<file path="config.mk">
export PLATFORM = sky130hd
export DESIGN_NAME = clfw_emit_flat
export DESIGN_NICKNAME = d
export VERILOG_FILES = /design/src/hdl/clfw_pkg.sv /design/src/hdl/clfw_if.sv /design/src/hdl/clfw_emit.sv /design/src/flat_wrapper.sv
export SDC_FILE = /design/constraint.sdc
export NUM_CORES = 1
export LEC_CHECK = 0
export BUFFER_PORTS_ARGS = -buffer_cell sky130_fd_sc_hd__clkbuf_2
export CAP_MARGIN = 20
export CORE_ASPECT_RATIO = 1.75
export CORE_MARGIN = 4
export CORE_UTILIZATION = 65
export CTS_CLUSTER_DIAMETER = 40
export DETAILED_ROUTE_END_ITERATION = 7
export GPL_TIMING_DRIVEN = 1
export PLACE_DENSITY = 0.87
export SETUP_SLACK_MARGIN = 0.3
export SLEW_MARGIN = 30
export SYNTH_ARGS = -nofsm -noshare
export SYNTH_HDL_FRONTEND = slang
export SYNTH_SLANG_ARGS = --single-unit
export TNS_END_PERCENT = 10
</file>
<file path="constraint.sdc">
create_clock -name clk -period 14.08 [get_ports clk]
set_input_delay 0.704 -clock clk [delete_from_list [all_inputs] [get_ports clk]]
set_output_delay 0.704 -clock clk [all_outputs]
set_load 0.005 [all_outputs]
</file>
<file path="src/hdl/clfw_pkg.sv">
// Shared types and constants for the cotangent Laplacian face weight pipeline.
// Depends on nothing; every other file but clfw_if.sv refers to it by scoped names.
`default_nettype none

package clfw_pkg;

  // Field and datapath widths.
  localparam int IDX_W     = 16;
  localparam int COORD_W   = 24;
  localparam int DIFF_W    = 25;
  localparam int PROD_W    = 50;
  localparam int CROSS_W   = 51;
  localparam int DOT_W     = 52;
  localparam int MAG_W     = 50;
  localparam int HALF_W    = 25;
  localparam int SQ_W      = 102;
  localparam int ROOT_W    = 51;
  localparam int REM_W     = 103;
  localparam int QUO_W     = 40;
  localparam int FRAC_W    = 16;
  localparam int DIV_SHIFT = 24;
  localparam int COT_MAG_W = 41;
  localparam int COT_W     = 42;
  localparam int WGT_W     = 32;
  localparam int SLOT_N    = 9;
  localparam int SLOT_W    = 4;

  // Vertex indices at or above this bound drop the whole triangle.
  localparam logic [24:0] MAX_VERTICES = 25'd65536;

  // Largest cotangent magnitude, 2^24 in 16 fraction bits.
  localparam logic [COT_MAG_W-1:0] COT_CAP = 41'h100_0000_0000;

  // Uniform weights: 1.0 on the diagonal and -0.5 off it.
  localparam logic [WGT_W-1:0] WGT_ONE      = 32'h0001_0000;
  localparam logic [WGT_W-1:0] WGT_HALF_NEG = 32'hFFFF_8000;
  localparam logic [WGT_W-1:0] WGT_POS_MAX  = 32'h7FFF_FFFF;
  localparam logic [WGT_W-1:0] WGT_NEG_MAX  = 32'h8000_0000;

  // Slot of the ninth triplet of a face.
  localparam logic [SLOT_W-1:0] LAST_SLOT = 4'd8;

  // One triangle as it enters; corner 0 is a, coordinate 0 is x.
  typedef struct packed {
    logic [2:0][IDX_W-1:0]          idx;
    logic [2:0][2:0][COORD_W-1:0]   p;
  } face_t;

  // Data that rides beside the root extraction.
  typedef struct packed {
    logic [2:0][IDX_W-1:0] idx;
    logic [2:0][DOT_W-1:0] dot;
  } side_t;

  // Signed cotangents of the three corners with their flags.
  typedef struct packed {
    logic [2:0][IDX_W-1:0] idx;
    logic [2:0][COT_W-1:0] cot;
    logic [2:0]            flag;
  } cot_t;

endpackage

`default_nettype wire

</file>
<file path="src/hdl/clfw_if.sv">
// Handshake channels of the block: one triangle in, one matrix triplet out.
// Independent of the package; both carry valid, ready and the payload.
`default_nettype none


interface clfw_trip_if;
  logic        valid;
  logic        ready;
  logic [15:0] row_index;
  logic [15:0] col_index;
  logic [31:0] weight;
  logic        saturated;
  logic        last_of_face;

  modport source (output valid, row_index, col_index, weight, saturated, last_of_face,
                  input ready);
  modport sink (input valid, row_index, col_index, weight, saturated, last_of_face,
                output ready);
endinterface

`default_nettype wire

</file>
<file path="src/hdl/clfw_emit.sv">
// Triplet emitter: forms the nine weights of a face when it loads and sends
// them out one per cycle while trip.ready is high. Uses clfw_pkg and clfw_trip_if.
`default_nettype none

module clfw_emit (
  input  logic                 clk,
  input  logic                 rst,
  input  logic                 in_valid,
  input  clfw_pkg::cot_t       in_cot,
  input  logic                 mode,
  output logic                 in_ready,
  clfw_trip_if.source          trip
);

  typedef struct packed {
    logic [clfw_pkg::WGT_W-1:0] w;
    logic                       clip;
  } wclip_t;

  logic                             busy;
  logic [clfw_pkg::SLOT_W-1:0]      cnt;
  logic                             load;
  logic                             uniform;
  logic [clfw_pkg::IDX_W-1:0]       row  [clfw_pkg::SLOT_N];
  logic [clfw_pkg::IDX_W-1:0]       col  [clfw_pkg::SLOT_N];
  logic [clfw_pkg::WGT_W-1:0]       wt   [clfw_pkg::SLOT_N];
  logic                             sat  [clfw_pkg::SLOT_N];
  logic [clfw_pkg::IDX_W-1:0]       row_next [clfw_pkg::SLOT_N];
  logic [clfw_pkg::IDX_W-1:0]       col_next [clfw_pkg::SLOT_N];
  logic [clfw_pkg::WGT_W-1:0]       wt_next  [clfw_pkg::SLOT_N];
  logic                             sat_next [clfw_pkg::SLOT_N];

  function automatic wclip_t clip_w(input logic [clfw_pkg::COT_W:0] x);
    wclip_t o;
    if ((x[clfw_pkg::COT_W:clfw_pkg::WGT_W-1] == '0) ||
        (x[clfw_pkg::COT_W:clfw_pkg::WGT_W-1] == '1)) begin
      o.w    = x[clfw_pkg::WGT_W-1:0];
      o.clip = 1'b0;
    end else begin
      o.w    = x[clfw_pkg::COT_W] ? clfw_pkg::WGT_NEG_MAX : clfw_pkg::WGT_POS_MAX;
      o.clip = 1'b1;
    end
    return o;
  endfunction

  // Nine triplets of the incoming face, corner by corner.
  always_comb begin
    int     i1;
    int     i2;
    logic [clfw_pkg::COT_W:0] c1;
    logic [clfw_pkg::COT_W:0] c2;
    wclip_t d;
    wclip_t n1;
    wclip_t n2;
    for (int i = 0; i < 3; i++) begin
      i1 = (i == 2) ? 0 : i + 1;
      i2 = (i == 0) ? 2 : i - 1;
      c1 = {in_cot.cot[i1][clfw_pkg::COT_W-1], in_cot.cot[i1]};
      c2 = {in_cot.cot[i2][clfw_pkg::COT_W-1], in_cot.cot[i2]};
      d  = clip_w(c1 + c2);
      n1 = clip_w(-c2);
      n2 = clip_w(-c1);
      row_next[3 * i]     = in_cot.idx[i];
      row_next[3 * i + 1] = in_cot.idx[i];
      row_next[3 * i + 2] = in_cot.idx[i];
      col_next[3 * i]     = in_cot.idx[i];
      col_next[3 * i + 1] = in_cot.idx[i1];
      col_next[3 * i + 2] = in_cot.idx[i2];
      if (mode) begin
        wt_next[3 * i]      = clfw_pkg::WGT_ONE;
        wt_next[3 * i + 1]  = clfw_pkg::WGT_HALF_NEG;
        wt_next[3 * i + 2]  = clfw_pkg::WGT_HALF_NEG;
        sat_next[3 * i]     = 1'b0;
        sat_next[3 * i + 1] = 1'b0;
        sat_next[3 * i + 2] = 1'b0;
      end else begin
        wt_next[3 * i]      = d.w;
        wt_next[3 * i + 1]  = n1.w;
        wt_next[3 * i + 2]  = n2.w;
        sat_next[3 * i]     = d.clip || in_cot.flag[i1] || in_cot.flag[i2];
        sat_next[3 * i + 1] = n1.clip || in_cot.flag[i2];
        sat_next[3 * i + 2] = n2.clip || in_cot.flag[i1];
      end
    end
  end

  // A new face loads when the buffer is empty or its last triplet leaves.
  assign in_ready = !busy || (trip.ready && (cnt == clfw_pkg::LAST_SLOT));
  assign load     = in_valid && in_ready;

  // Slot counter and buffer state.
  always_ff @(posedge clk) begin
    if (rst) begin
      busy <= 1'b0;
      cnt  <= '0;
    end else if (busy && trip.ready) begin
      if (cnt == clfw_pkg::LAST_SLOT) begin
        busy <= load;
        cnt  <= '0;
      end else begin
        cnt <= cnt + 1'b1;
      end
    end else if (load) begin
      busy <= 1'b1;
      cnt  <= '0;
    end
  end

  // Triplet buffer.
  always_ff @(posedge clk) begin
    if (load) begin
      row     <= row_next;
      col     <= col_next;
      wt      <= wt_next;
      sat     <= sat_next;
      uniform <= mode;
    end
  end

  assign trip.valid        = busy;
  assign trip.row_index    = row[cnt];
  assign trip.col_index    = col[cnt];
  assign trip.weight       = wt[cnt];
  assign trip.saturated    = sat[cnt];
  assign trip.last_of_face = (cnt == clfw_pkg::LAST_SLOT);

`ifndef SYNTHESIS
  // Diagonal triplets sit on the row's own vertex.
  a_diag: assert property (@(posedge clk) disable iff (rst)
    busy && (cnt == 4'd0 || cnt == 4'd3 || cnt == 4'd6) |-> trip.row_index == trip.col_index)
    else $error("diagonal triplet with row and column apart");

  // Uniform weights are never flagged.
  a_uni: assert property (@(posedge clk) disable iff (rst)
    busy && uniform |-> !trip.saturated)
    else $error("saturated flag in uniform mode");

  // After the last triplet leaves with nothing waiting, the buffer is empty.
  a_drain: assert property (@(posedge clk) disable iff (rst)
    busy && trip.ready && (cnt == clfw_pkg::LAST_SLOT) && !in_valid |=> !busy)
    else $error("buffer stayed full after its last triplet");
`endif

endmodule

`default_nettype wire

</file>
<file path="src/flat_wrapper.sv">
// flat-port wrapper written by rule: the top's interface ports become plain ports
module clfw_emit_flat 
  (clk, rst, in_valid, in_cot, mode, in_ready, trip_valid, trip_row_index, trip_col_index, trip_weight, trip_saturated, trip_last_of_face, trip_ready);
  clfw_trip_if trip_i ();
  input  logic clk;
  input  logic rst;
  input  logic in_valid;
  input  clfw_pkg::cot_t in_cot;
  input  logic mode;
  output logic in_ready;
  output wire logic [$bits(trip_i.valid)-1:0] trip_valid;
  output wire logic [$bits(trip_i.row_index)-1:0] trip_row_index;
  output wire logic [$bits(trip_i.col_index)-1:0] trip_col_index;
  output wire logic [$bits(trip_i.weight)-1:0] trip_weight;
  output wire logic [$bits(trip_i.saturated)-1:0] trip_saturated;
  output wire logic [$bits(trip_i.last_of_face)-1:0] trip_last_of_face;
  input wire logic [$bits(trip_i.ready)-1:0] trip_ready;
  assign trip_valid = trip_i.valid;
  assign trip_row_index = trip_i.row_index;
  assign trip_col_index = trip_i.col_index;
  assign trip_weight = trip_i.weight;
  assign trip_saturated = trip_i.saturated;
  assign trip_last_of_face = trip_i.last_of_face;
  assign trip_i.ready = trip_ready;
  clfw_emit u_core (.clk(clk), .rst(rst), .in_valid(in_valid), .in_cot(in_cot), .mode(mode), .in_ready(in_ready), .trip(trip_i));
endmodule
</file>
# Yosys cells after proc, flatten, opt, wreduce, memory -nomap -nowiden
# Cells that the tools add are included.
# totals
register_bits	251
in_bits	182
# op_classes
add_sub_neg	7
magnitude_cmp	1
n_eq_ne	8
muxes	30
n_bitwise	1
reduce_logical	28
# ops
cell	n
32-bit 2-to-1 mux	8
33-bit 2-to-1 mux	6
42-bit by 42-bit adder with 43-bit output	3
43-bit negator	3
16-bit binary-select mux with 4-bit select	2
32-bit binary-select mux with 4-bit select	1
12-bit equality test (second input constant)	6
12-bit zero test	6
16-bit 2-to-1 mux	4
1-bit logical OR	16
4-bit 2-to-1 mux	3
5-bit greater-or-equal comparator (second input constant)	1
1-bit 2-to-1 mux	5
4-bit NOT with 5-bit output	1
4-bit by 1-bit adder with 4-bit output (second input constant)	1
1-bit binary-select mux with 4-bit select	1
4-bit equality test (second input constant)	1
1-bit logical AND	3
2-bit != test (second input constant)	1
2-bit AND reduction	1
2-bit nonzero test	1
1-bit zero test	1

# Longest topological paths before layout
# Gate-level depths: netlist of the first run.
# depth
ltp_word	6
depth_mapped	15
mapped_depth_nobuf	13

# Worst setup path before layout of the first run
# No wires, ideal clock.
# synth_timing
kind	register to register
startpoint	register u_core.cnt[1] in the netlist's numbering
endpoint	register u_core.row[128] in the netlist's numbering, enable pin
setup_time_ns	0.637
t_arrival_ns	6.890
required_time_ns	13.443
setup_slack_ns	6.553
path_stages_with_launch	9
path_buffers	2
period_less_slack_ns	7.527
cell_sequence	dfxtp_1 > clkbuf_1 > inv_1 > clkbuf_1 > ha_1 > and3b_1 > nand2_1 > nand2_1 > and2_1
# synth_between
elab_chain_len	4
# synth_rtl
element	line_no	rtl
start, declared	clfw_emit.sv:21	logic [clfw_pkg::SLOT_W-1:0] cnt;
start signal, assigned	clfw_emit.sv:101	cnt <= cnt + 1'b1;
4-bit equality test	-	
via trip_last_of_face	flat_wrapper.sv:16	output wire logic [$bits(trip_i.last_of_face)-1:0] trip_last_of_face;
1-bit logical AND	clfw_emit.sv:88	assign in_ready = !busy || (trip.ready && (cnt == clfw_pkg::LAST_SLOT));
1-bit logical OR	clfw_emit.sv:88	
via in_ready	flat_wrapper.sv:10	output logic in_ready;
1-bit logical AND	clfw_emit.sv:89	assign load = in_valid && in_ready;
via u_core.load	clfw_emit.sv:22	logic load;
end signal, assigned	clfw_emit.sv:112	row <= row_next;
end, declared	clfw_emit.sv:24	logic [clfw_pkg::IDX_W-1:0] row [clfw_pkg::SLOT_N];
# The timed path passes the listed nets, and every way through them passes these cells.
# A chain may end at the register's enable or synchronous reset.

# Worst setup path after layout of the first run
# layout_timing
startpoint	register u_core.cnt[2] in the netlist's numbering
endpoint	output trip_weight[31]
# layout_between
elab_chain_len	4
# layout_rtl
element	line_no	rtl
4-bit NOT with 5-bit output (not written as such)	clfw_emit.sv:123	assign trip.weight = wt[cnt];
32-bit binary-select mux with 4-bit select	clfw_emit.sv:123	
32-bit 2-to-1 mux (not written as such) (2 in series)	clfw_emit.sv:123	
end, declared	flat_wrapper.sv:14	output wire logic [$bits(trip_i.weight)-1:0] trip_weight;
# Every way passes these cells. The select of a mux whose other input is x is not followed.

==> results of run 1 <==
-- final timing paths --
| kind | endpoint | slack, ns |
|---|---|---|
| hold / removal | u_core.row[135] | 0.31 |
| setup reg to reg | u_core.wt[90] | 8.97 |
| hold reg to reg | u_core.trip.valid | 0.62 |
| setup / recovery | trip_weight[31] | 8.60 |
-- routing by layer --
layer | vias to the layer above | routed length (um) | track usage (%)
met4 | 2 | 14400 | 52.8
met5 | - | 8 | 0
met2 | 2089 | 46200 | 77.0
met1 | 12000 | 29700 | 46.3
li1 | 11200 | - | -
met3 | 769 | 10100 | 12.9
-- power by group --
group | switching, W | internal, W | leakage, nW
Combinational | 0.000492 | 0.000254 | 6.87
Sequential | 0.0000324 | 0.000883 | 2.38
Clock | 0.000328 | 0.000422 | 0.447
Total | 0.000852 | 0.00156 | 9.70
-- cell type report --
type,count,area (sq um),area share [%]
inverters,54,203,0.766
diodes,7,17.5,0.0662
multi-input cells,2445,15800,59.7
clock buffers,29,662,2.50
clock inverters,19,249,0.941
well taps,475,594,2.25
flip-flops and latches,251,7500,28.3
repair buffers,271,1440,5.42
-- logic make-up (layout without fill, tap and decap cells) --
| family | Yosys count | after routing | share of synthesized area, % |
|---|---|---|---|
| AND/OR/NAND/NOR | 1010 | 1010 | 20.8 |
| adder cells (fa/ha/maj) | 134 | 134 | 7.02 |
| XOR/XNOR | 194 | 194 | 7.02 |
| buffers and inverters | 239 | 373 | 4.00 |
| AO/OA/AOI/OAI | 979 | 979 | 24.8 |
| multiplexers | 128 | 128 | 5.41 |
| other | 0 | 7 | 0 |
| flip-flops | 251 | 251 | 30.9 |
-- per-stage QoR --
stage	setup slack [ns]	hold slack, ns	util (%)
2_1_floorplan	6.55	0.570	-
6_report	8.60	0.309	71.9
5_1_grt	8.53	0.287	71.9
3_5_place_dp	8.49	0.594	69.3
4_1_cts	9.00	0.306	71.7
3_3_place_gp	8.51	0.575	69.2
-- sequential cells by signal, summed over array words and instances (netlist names) --
signal and flops:
u_core.wt 192, u_core.cnt 4, u_core.sat 6, u_core.trip.valid 1, u_core.row 48
-- cells in the final DEF, fill, tap and decap left out, types with 71 or more instances in the layout --
cell,netlist,routed
xnor2_1,82,82
a21oi_1,326,321
mux2i_1,105,105
nor3_1,73,73
nor2_1,246,246
ha_1,131,131
edfxtp_1,246,246
xor2_1,112,112
nand2_1,291,290
clkbuf_2,0,249
o21ai_0,249,248
o31ai_1,71,71
==> flow_metrics.py, run 1 <==
metrics = {
    "worst_setup_path": {
        "crit_type": "reg2out",
        "crit_start": "u_core.cnt[2]",
        "critical_path_arrival_ns": 4.78,
        "cp_top_family": "buffers and inverters",
        "start_kind": "flop",
        "reg2regPathDepth": 10,
        "crit_chain": "buf_4 > buf_4 > a211oi_1 > a21oi_1 > a21oi_1 > o21ai_0 > clkbuf_2",
        "worstPathRequired_ns": 13.38,
        "cp.depth": 7,
        "max_stage_delay_ns": 0.85,
        "cp_slowest_cell": "dfxtp_4",
        "critPathCaptureType": "output pin",
        "path_max_fanout": 71,
        "cp_num_buf_inv": 3,
        "reg2reg_from": "u_core.cnt[1]",
    },
    "cells_and_area": {
        "area_delta_synth_final_pct": 9.33,
        "fin_cells": 3551,
        "drive_gt1_share_pct": 13.3,
        "final_area_sq_um": 26500,
        "nets": 3365,
        "n_fill_cell": 2820,
    },
    "power": {
        "leakagePower_nw": 9.70,
        "powerDensity_nw_per_um2": 91.1,
        "total_power_w": 0.00241,
        "peakVddDrop_uv": 100,
    },
    "floorplanning": {
        "ios": 250,
        "start_util_pct": 65.8,
        "die_h_um": 263,
        "die-area_sq_um": 40500,
        "fp-row-count": 93,
        "core_sq_um": 36800,
        "die_x_um": 154,
    },
    "routing": {
        "wirelength_um": 100000,
        "drc": 0,
        "num_vias": 26100,
        "wl_per_cell_um": 28.3,
        "final_antenna_net_count": 0,
        "dr.pass1.iters": 7,
        "via_per_inst": 7.34,
        "drt-initial-drc-count": 3722,
    },
    "grt": {
        "grt_max_degree": 102,
        "grt_usage_pct": 47.9,
        "antenna_found_initial": 8,
        "grt_pass1_vias": 25000,
        "overflow": 0,
        "grt_pass1_wl_um": 149000,
    },
    "synthesis": {
        "synth_cell_types": 90,
        "synthTopCellsByCount": "a21oi_1 (326), nand2_1 (291), o21ai_0 (249)",
        "syn_inst": 2935,
        "yosysWarnings": 0,
        "synth.cell_area_sq_um": 24200,
        "yosys_register_bits": 251,
        "syn_nets": 3251,
        "synth_top_area_share_pct": 30.5,
        "yosysSeqAreaShare_pct": 30.9,
        "synth_top_cell_by_area": "edfxtp_1",
        "synth-async-reset-ratio_pct": 0,
        "avgSynthCellArea_sq_um": 8.24,
        "synthFlopType": "edfxtp_1",
        "synth_edf_count": 246,
        "synth_most_common_cell": "a21oi_1",
        "synthTopCellsByArea": "edfxtp_1 (31%), ha_1 (6.8%), a21oi_1 (6.7%)",
    },
    "placement": {
        "place_congestion": 1.12,
        "placed_cell_area_sq_um": 25500,
        "placedCellCount": 3495,
        "portBuffers": 249,
        "dp_hpwl_um": 75500,
    },
    "timing": {
        "min_period_ns": 5.48,
        "hold_violations": 0,
        "timing.final.crit_share_pct": 38.9,
        "setup_viol": 0,
        "rsz0062_at_grt": "no",
        "slew_headroom_pct": 32.2,
        "setup_tns_ns": 0,
        "fin_skew_ns": 0.0165,
        "worstMarginPinSlew_ns": 1.01,
        "report.final.slew_viol_count": 0,
        "timing.fmax_mhz": 182,
    },
    "clock_network": {
        "numCtsBuffers": 26,
        "path_clk_slew_ns": 0.07,
        "post_cts_resize_count": 0,
        "cts_tree": "built",
        "cts_setup_buffers": 0,
        "cts_hold_buf": 0,
        "htree_levels": 1,
        "clockRootBuffer": "clkbuf_16",
        "clock_path_buffers": 3,
        "cts.sinks": 251,
        "clkLatencyLatePin_ns": 0.57,
    },
    "flow_run": {
        "drv_cap": 0,
    },
    "worst_hold_path": {
        "min-delay-start": "in_cot[136]",
        "min_path_type": "in2reg",
        "holdPathStages": 1,
    },
    "status": {
        "status": "completed",
    },
}
Note: power is estimated with default switching activity, not from simulation.
==> run 2: changes to the inputs <==
--- a/config.mk
+++ b/config.mk
@@ -5,15 +5,16 @@
 export SDC_FILE = /design/constraint.sdc
 export NUM_CORES = 1
 export LEC_CHECK = 0
+export ABC_AREA = 1
 export BUFFER_PORTS_ARGS = -buffer_cell sky130_fd_sc_hd__clkbuf_2
 export CAP_MARGIN = 20
 export CORE_ASPECT_RATIO = 1.75
 export CORE_MARGIN = 4
-export CORE_UTILIZATION = 65
+export CORE_UTILIZATION = 56
 export CTS_CLUSTER_DIAMETER = 40
 export DETAILED_ROUTE_END_ITERATION = 7
 export GPL_TIMING_DRIVEN = 1
-export PLACE_DENSITY = 0.87
+export PLACE_DENSITY = 0.79
 export SETUP_SLACK_MARGIN = 0.3
 export SLEW_MARGIN = 30
 export SYNTH_ARGS = -nofsm -noshare
==> constraint.sdc (replaced) <==
create_clock -name clk -period 4.9 [get_ports clk]
set_input_delay 0.245 -clock clk [delete_from_list [all_inputs] [get_ports clk]]
set_output_delay 0.245 -clock clk [all_outputs]
set_load 0.005 [all_outputs]
==> run 2 against run 1 <==
Against the previous run: register-to-register slack worse by 7.2 ns; sequential power increased to 2.8 times the previous value; die area increased by 28%; core utilization fell by 9.4 points; combinational power grew to 3.4 times the previous value; final area rose by 13%; via count is 19% higher; clock-buffer cell count decreased by 5; final cell count rose by 43%; worst setup slack lost 7.3 ns; power increased to 2.8 times the previous value.
==> flow_metrics.py, run 2 <==
metrics = {
    "power": {
        "powerDensity_nw_per_um2": 228,
        "leakagePower_nw": 13.8,
        "total_power_w": 0.00681,
        "peakVddDrop_uv": 193,
    },
    "timing": {
        "timing.final.crit_share_pct": 72.7,
        "whs_ns": 0.0316,
        "timing.fmax_mhz": 281,
        "min_period_ns": 3.56,
        "rsz0062_at_grt": "no",
        "report.final.slew_viol_count": 0,
        "hold_violations": 0,
        "slew_headroom_pct": 31.7,
        "fin_skew_ns": 0.0144,
        "setup_viol": 0,
        "worstMarginPinSlew_ns": 1.03,
        "setup_tns_ns": 0,
    },
    "grt": {
        "overflow": 0,
        "antenna_found_initial": 3,
        "grt_pass1_vias": 29100,
        "grt_usage_pct": 46.6,
        "grt_pass1_wl_um": 183000,
        "grt_max_degree": 145,
    },
    "cells_and_area": {
        "largest_register_ff_count": 192,
        "area_delta_synth_final_pct": 10.4,
        "final_common_cell": "nand2_1",
        "reg_top3": "u_core.wt (192), u_core.row (48), u_core.sat (6)",
        "utilization_pct": 62.5,
        "fin_cells": 5064,
        "drive_gt1_share_pct": 8.71,
        "nets": 4768,
        "top_register": "u_core.wt",
        "final_cell_mix": "nand2_1 (1364), nor2_1 (602), inv_1 (509)",
    },
    "worst_setup_path": {
        "cp_num_buf_inv": 2,
        "timing.rr.end": "u_core.cnt[0]",
        "reg2regPathDepth": 10,
        "cp_slowest_cell": "dfxtp_4",
        "worstPathRequired_ns": 4.66,
        "start_kind": "flop",
        "cp.depth": 5,
        "cp-endpoint": "trip_weight[28]",
        "crit_type": "reg2out",
        "crit_chain": "buf_4 > o21ai_0 > o221ai_1 > a32o_1 > clkbuf_2",
        "reg2reg_from": "u_core.cnt[0]",
        "path_max_fanout": 54,
        "cp_top_family": "compound AO/OA/AOI/OAI gates",
        "critical_path_arrival_ns": 3.32,
        "crit_start": "u_core.cnt[0]",
        "max_stage_delay_ns": 0.79,
        "critPathCaptureType": "output pin",
        "r2r_setup_slack_ns": 1.78,
    },
    "routing": {
        "final_antenna_net_count": 0,
        "via_per_inst": 6.15,
        "num_vias": 31100,
        "drc": 0,
        "dr.pass1.iters": 6,
        "wl_per_cell_um": 24.8,
        "wirelength_um": 126000,
        "drt-initial-drc-count": 3806,
    },
    "worst_hold_path": {
        "min_path_type": "in2reg",
    },
    "placement": {
        "placedCellCount": 4975,
        "dp_hpwl_um": 99300,
        "place_congestion": 1.09,
        "portBuffers": 249,
    },
    "clock_network": {
        "cts.sinks": 251,
        "path_clk_slew_ns": 0.07,
        "post_cts_resize_count": 0,
        "htree_levels": 1,
        "cts_setup_buffers": 0,
        "numCtsBuffers": 20,
        "cts_hold_buf": 48,
        "clockRootBuffer": "clkbuf_16",
        "clkLatencyLatePin_ns": 0.52,
        "clock_path_buffers": 3,
        "cts_tree": "built",
    },
    "floorplanning": {
        "ios": 250,
        "core_sq_um": 47700,
        "die_h_um": 299,
        "fp-row-count": 106,
        "die-area_sq_um": 52000,
        "die_x_um": 174,
        "start_util_pct": 56.6,
    },
    "status": {
        "status": "completed",
    },
    "synthesis": {
        "synth_top_area_share_pct": 27.3,
        "synth_most_common_cell": "nand2_1",
        "synthFlopType": "edfxtp_1",
        "synthTopCellsByCount": "nand2_1 (1365), nor2_1 (604), inv_1 (515)",
        "synthTopCellsByArea": "edfxtp_1 (27%), nand2_1 (19%), nor2_1 (8.4%)",
        "synth_edf_count": 246,
        "synth-async-reset-ratio_pct": 0,
        "yosys_register_bits": 251,
        "syn_inst": 4242,
        "yosysSeqAreaShare_pct": 27.7,
        "synth.cell_area_sq_um": 27000,
        "syn_nets": 4558,
        "synth_cell_types": 55,
        "avgSynthCellArea_sq_um": 6.37,
        "synth_top_cell_by_area": "edfxtp_1",
        "yosysWarnings": 0,
    },
    "flow_run": {
        "drv_cap": 0,
    },
}
-- run 2: where the power goes --
part	switching, W	total (W)	internal, W
Sequential	0.0000675	0.00260	0.00253
Combinational	0.00176	0.00252	0.000763
Clock	0.000791	0.00169	0.000896
-- run 2: worst min path at each step --
stage	depth (start not counted)	start	end	slack (ns)
2_1_floorplan	1	rst	u_core.cnt[1]	0.31
3_3_place_gp	1	in_cot[163]	u_core.row[34]	0.42
3_5_place_dp	1	in_cot[174]	u_core.row[45]	0.42
4_1_cts	2	rst	u_core.cnt[3]	0.01
5_1_grt	2	rst	u_core.cnt[1]	0.02
6_report	2	rst	u_core.cnt[3]	0.03
-- run 2: layer usage --
layer | up-vias | global-route usage (%) | part of all wire (%)
li1 | 14300 | - | -
met2 | 2239 | 74.1 | 44
met1 | 13900 | 50.0 | 32
met4 | 0 | 47.9 | 13
met5 | - | 0 | 0
met3 | 698 | 9.62 | 9.7
-- run 2: cell families (layout without fill, tap and decap cells) --
family | count (synthesis) | in the layout | synth area share [%]
simple gates | 2433 | 2433 | 37.2
flops | 251 | 251 | 27.7
xor+xnor | 192 | 192 | 6.22
other cells | 0 | 4 | 0
compound gates | 575 | 575 | 12.9
buf+inv | 657 | 881 | 9.71
fa+ha+maj | 134 | 134 | 6.29
-- run 2: area by class of cell --
type                            count  area (sq um)
Sequential cell                   251          7490
Fill cell                        4619         17900
Multi-Input combinational cell   3334         17000
Clock buffer                       24           537
Antenna cell                        4          10.0
Inverter                          521          1970
Clock inverter                     12           115
Timing Repair Buffer              324          2000
Tap cell                          594           743
-- run 2: through the flow --
stage | cell area, sq um | setup WS (ns)
floorplan | 27100 | -0.579
global placement | 28700 | 1.23
detailed placement | 28700 | 1.24
CTS | 29800 | 1.56
global route | 29800 | 1.31
finish | 29800 | 1.34
